## config.mk

```make
export PLATFORM = sky130hd
export DESIGN_NAME = ise_controller
export DESIGN_NICKNAME = d
export VERILOG_FILES = /design/src/design/ise_pkg.sv /design/src/design/ise_controller.sv
export SDC_FILE = /design/constraint.sdc
export NUM_CORES = 1
export LEC_CHECK = 0
export BUFFER_PORTS_ARGS = -buffer_cell sky130_fd_sc_hd__clkbuf_2
export CORE_AREA = 2 2 39 41
export DETAILED_ROUTE_END_ITERATION = 12
export DIE_AREA = 0 0 41 43
export PLACE_DENSITY = 0.52
export SLEW_MARGIN = 25
export SYNTH_ARGS = -nofsm -noshare
export SYNTH_HDL_FRONTEND = slang
export SYNTH_SLANG_ARGS = --single-unit
export TNS_END_PERCENT = 5
```

## constraint.sdc

```tcl
create_clock -name clk -period 2.1 [get_ports clk]
set_input_delay 0.315 -clock clk [delete_from_list [all_inputs] [get_ports clk]]
set_output_delay 0.315 -clock clk [all_outputs]
set_load 0.02 [all_outputs]
```

## src/design/ise_pkg.sv

```systemverilog
// ============================================================================
// Interval set engine package
// Shared codes, widths and the command/status structs between the controller
// and the datapath.
// ============================================================================
package ise_pkg;

    localparam int FUNC_W      = 2;
    localparam int STATUS_W    = 2;
    localparam int COORD_PORT_W = 32;
    localparam int COUNT_OUT_W = 7;

    typedef logic [FUNC_W-1:0]   func_t;
    typedef logic [STATUS_W-1:0] status_t;

    localparam func_t FUNC_ADD    = 2'd0;
    localparam func_t FUNC_REMOVE = 2'd1;
    localparam func_t FUNC_QUERY  = 2'd2;
    localparam func_t FUNC_NONE   = 2'd3;

    localparam status_t STATUS_DONE     = 2'd0;
    localparam status_t STATUS_CAPACITY = 2'd1;
    localparam status_t STATUS_EMPTY    = 2'd2;

    // Commands from the controller, one per phase.
    typedef struct packed {
        logic start;
        logic scan;
        logic decide;
        logic move;
        logic write;
        logic resp;
    } ctrl_cmd_t;

    // Status from the datapath back to the controller.
    typedef struct packed {
        logic skip;
        logic scan_done;
        logic is_query;
        logic no_change;
        logic move_done;
        logic write_done;
        logic out_free;
    } dp_status_t;

endpackage

```

## src/design/ise_controller.sv

```systemverilog
// ============================================================================
// Interval set engine controller
// Sequences scan, decide, move, write and response phases for one item.
// ============================================================================
module ise_controller
(
    input  logic                clk,
    input  logic                rst_n,
    input  logic                in_valid,
    output logic                in_ready,
    input  ise_pkg::dp_status_t sts,
    output ise_pkg::ctrl_cmd_t  cmd
);

    typedef enum logic [5:0] {
        ST_IDLE   = 6'b000001,
        ST_SCAN   = 6'b000010,
        ST_DECIDE = 6'b000100,
        ST_MOVE   = 6'b001000,
        ST_WRITE  = 6'b010000,
        ST_RESP   = 6'b100000
    } state_t;

    state_t state_reg;
    state_t state_next;

    always_comb
    begin
        state_next = state_reg;
        cmd        = '0;
        in_ready   = 1'b0;
        case (state_reg)
            ST_IDLE:
            begin
                in_ready = 1'b1;
                if (in_valid)
                begin
                    cmd.start  = 1'b1;
                    state_next = sts.skip ? ST_RESP : ST_SCAN;
                end
            end
            ST_SCAN:
            begin
                cmd.scan = 1'b1;
                if (sts.scan_done)
                begin
                    state_next = sts.is_query ? ST_RESP : ST_DECIDE;
                end
            end
            ST_DECIDE:
            begin
                cmd.decide = 1'b1;
                state_next = sts.no_change ? ST_RESP : ST_MOVE;
            end
            ST_MOVE:
            begin
                cmd.move = 1'b1;
                if (sts.move_done)
                begin
                    state_next = ST_WRITE;
                end
            end
            ST_WRITE:
            begin
                cmd.write = 1'b1;
                if (sts.write_done)
                begin
                    state_next = ST_RESP;
                end
            end
            ST_RESP:
            begin
                if (sts.out_free)
                begin
                    cmd.resp   = 1'b1;
                    state_next = ST_IDLE;
                end
            end
            default:
            begin
                state_next = ST_IDLE;
            end
        endcase
    end

    always_ff @(posedge clk or negedge rst_n)
    begin
        if (!rst_n)
        begin
            state_reg <= ST_IDLE;
        end
        else
        begin
            state_reg <= state_next;
        end
    end

endmodule

```

* Word level (Yosys, flattened, before mapping) *
Cells that the tools add are included.

word-level totals
  bits in registers = 6
  output and inout bits = 7

cells by class
  equal/unequal tests = 11
  reductions and logical operators = 1
  mux-type cells = 18

operators by type and width
  cell                  count
  $mux W6               8
  $pmux W6 S6           1
  $ne A2 B2 Y1 const B  5
  $mux W1               9
  $eq A6 B1 Y1 const B  1
  $eq A6 B2 Y1 const B  1
  $eq A6 B3 Y1 const B  1
  $eq A6 B4 Y1 const B  1
  $eq A6 B5 Y1 const B  1
  $eq A6 B6 Y1 const B  1
  $reduce_and A5 Y1     1

* Depth between registers and ports, before layout *
  word-level depth = 3
  depth in mapped cells = 5
  mapped depth without buffers = 5

* Worst setup path before layout *
OpenSTA, ideal clock, no wires.

  kind = flip-flop to output port
  from = reg state_reg[5]
  to = out cmd[5] (netlist name)
  stages on the path, launching flop included = 5
  setup slack = 0.031 ns
  data required time = 1.785 ns
  arrival time = 1.754 ns
  path through = dfrtp_1 or4_4 or3b_4 inv_2 and2_1

RTL lines
  item                    line                  text
  start, declared         ise_controller.sv:24  state_t state_reg;
  start signal, assigned  ise_controller.sv:94  state_reg <= state_next;
  end, declared           ise_controller.sv:12  output ise_pkg::ctrl_cmd_t cmd

==> results.py <==
metrics = {
    "outcome": {
        "outcome": "finished, violations left",
        "violations": "setup timing",
    },
    "worst_setup_path": {
        "r2r_cells": 5,
        "cp.required_ns": 1.78,
        "crit_type": "reg -> out",
        "startpoint": "state_reg[4]",
        "reg2reg_to": "state_reg[5]",
        "crit_fanout": 4,
        "start_kind": "flop",
        "endpoint": "cmd[5]",
        "arrival_ns": 1.88,
        "rrSetupSlack_ns": 0.09,
        "endpoint_kind": "output port",
        "r2r-start": "state_reg[4]",
    },
    "cts": {
        "numCtsBuffers": 3,
        "clk_pin_slew_ns": 0.05,
        "clockBufferDepth": 2,
        "clkLatencyLatePin_ns": 0.24,
        "cts_tree": "yes",
        "cts_max_level": 1,
        "cts_root_buf": "clkbuf_4",
        "cts_num_sinks": 6,
    },
    "job": {
        "drv_cap": 0,
    },
    "detailed_routing": {
        "vias": 428,
        "wl_um": 1030,
        "vias_per_cell": 4.98,
        "antenna_left": 0,
        "drt_first_pass_iters": 2,
        "drtIter0Drc": 8,
        "wl_per_cell_um": 12.0,
        "drt_drc_violations_left": 0,
    },
    "floorplan": {
        "dieArea_sq_um": 1760,
        "start_util_pct": 29.3,
        "fp-row-count": 14,
        "ios": 17,
        "die_w_um": 41,
        "core_sq_um": 1380,
        "die_h_um": 43,
    },
    "synth": {
        "async_flop_share_pct": 100,
        "syn_inst": 42,
        "ys.flop_type": "dfrtp_1",
        "yosys-top-cells-area": "dfrtp_1 31%, dfstp_2 6.5%, o2111ai_4 6.5%",
        "synth_common_cells": "6 x inv_1, 5 x dfrtp_1, 3 x nor3b_1",
        "yosysSeqAreaShare_pct": 37.3,
        "ys_warn_count": 0,
        "yosysUniqueCellTypes": 25,
        "ys_ff_latch": 6,
        "yosys.area.top_type_share_pct": 30.9,
        "syn_area_sq_um": 405,
        "synth.avg_cell_area_sq_um": 9.65,
        "yosysTopAreaCell": "dfrtp_1",
        "synth_edf_count": 0,
        "synthesis.nets": 52,
        "yosysMostFrequentCell": "inv_1",
    },
    "placed_design": {
        "gp_congestion": 0.677,
        "place_inst": 80,
        "dp_hpwl_um": 844,
        "port_buffers": 16,
    },
    "timing": {
        "clock_skew_ns": 0.00755,
        "max_clock_freq_mhz": 455,
        "hold_ws_ns": 0.261,
        "finalWorstSetupSlack_ns": -0.0974,
        "slew_violations": 0,
        "rsz0062_at_grt": "yes",
        "worst_pin_slew_ns": 0.381,
        "report.final.hold_viol_count": 0,
        "maxSlewHeadroom_pct": 74.3,
        "post-route-min-period_ns": 2.20,
        "finalSetupViolations": 2,
        "fin_setup_tns_ns": -0.118,
        "finalCritPeriodShare_pct": 105,
    },
    "final_layout": {
        "largest_reg_flops": 6,
        "fin_nets": 81,
        "diodes": 0,
        "final_cells": 86,
        "drive_above_1_share_pct": 54.3,
        "area.growth.synth_to_final_pct": 55.6,
        "post-route-util_pct": 45.6,
        "nFillCells": 154,
    },
    "power_and_ir_drop": {
        "pwr-share-comb_pct": 62.3,
        "power.clock.fraction_pct": 14.3,
        "power.share.switching_pct": 37.4,
        "vdd_ir_drop_max_uv": 521,
        "p_int_mw": 0.479,
        "powerDensity_nw_per_um2": 1210,
        "p_leak_nw": 0.316,
        "net-switching-power_mw": 0.286,
        "total_power_mw": 0.765,
        "p_seq_share_pct": 23.4,
    },
    "grt": {
        "antenna_found_initial": 0,
        "grt_use_total_pct": 13.4,
        "grt_max_degree": 7,
        "grt_pass1_vias": 408,
        "grt_pass1_wl_um": 1520,
        "grt_overflow": 0,
    },
    "min_path": {
        "min_path_type": "in -> reg",
    },
}
-- layout make-up --
cell class	instances	area (sq um)	share of cell area, %
Clock buffer	4	26.3	4.17
Inverter	7	26.3	4.17
Multi-Input combinational cell	29	243	38.5
Sequential cell	6	151	24.0
Tap cell	16	20.0	3.17
Timing Repair Buffer	24	164	26.0
-- stage by stage --
| stage | worst slack [ns] | cell area [sq um] |
|---|---|---|
| final | -0.0974 | 631 |
| after global routing | -0.163 | 631 |
| after CTS | -0.125 | 622 |
| after detailed placement | 0.0592 | 551 |
| after global placement | 0.0725 | 551 |
| after floorplan | 0.0311 | 405 |
-- layer usage --
layer  GRT usage [%]  part of all wire, %  vias up
met2            22.8                   54        8
met3            1.57                  4.2        2
met5               0                    0        -
met1            14.5                   41      199
met4            8.00                 0.58        0
li1                -                    -      219
-- what timing repair did --
action / in CTS / in global routing
endpoints found under the hold margin: 5 / 0
pin swaps: 4 / 1
hold buffers: 1 / 0
resized for setup: 9 / 7
setup buffers: 1 / 0
setup endpoints to repair: 4 / 5
-- worst max-delay path, stage by stage (launching register included) --
cell and delay (ns):
dfrtp_1 0.39, or4_4 0.54, or3b_4 0.40, inv_2 0.07, and2_4 0.14, buf_8 0.10
-- kinds of logic (layout without fill, tap and decap cells) --
| logic type | Yosys count | in the layout | share of synthesized area [%] |
|---|---|---|---|
| AO/OA/AOI/OAI | 9 | 9 | 20.4 |
| buffers and inverters | 7 | 35 | 6.48 |
| flip-flops | 6 | 6 | 37.3 |
| AND/OR/NAND/NOR | 20 | 20 | 35.8 |
-- worst min path at each step --
stage / start / endpoint / slack [ns] / depth (start not counted)
final: sts[4] / state_reg[2] / 0.26 / 2
after global routing: sts[4] / state_reg[2] / 0.25 / 2
after CTS: sts[4] / state_reg[2] / 0.24 / 2
after detailed placement: rst_n / state_reg[3] / 0.14 / 1
after global placement: rst_n / state_reg[3] / 0.14 / 1
after floorplan: rst_n / state_reg[1] / 0.02 / 0
-- power groups by stage --
stage	registers (mW)	clock network [mW]	logic, mW
2_1_floorplan	0.180	0	0.269
3_3_place_gp	0.178	0	0.397
3_5_place_dp	0.177	0	0.395
4_1_cts	0.177	0.119	0.457
5_1_grt	0.182	0.125	0.516
6_report	0.179	0.110	0.476
-- cell usage in the layout, fill, tap and decap left out, types with 2 or more instances in the layout --
cell      synthesis  routed
buf_4             0       8
o22ai_1           2       2
nand2b_1          2       2
dfrtp_1           5       5
inv_2             1       2
nor3b_1           3       3
or4_4             1       3
or3b_4            1       2
o32ai_1           2       2
o21ai_0           2       2
clkbuf_2          0      11
clkbuf_4          0       4
inv_1             6       5
No activity file was read; power rests on OpenSTA's default activity.
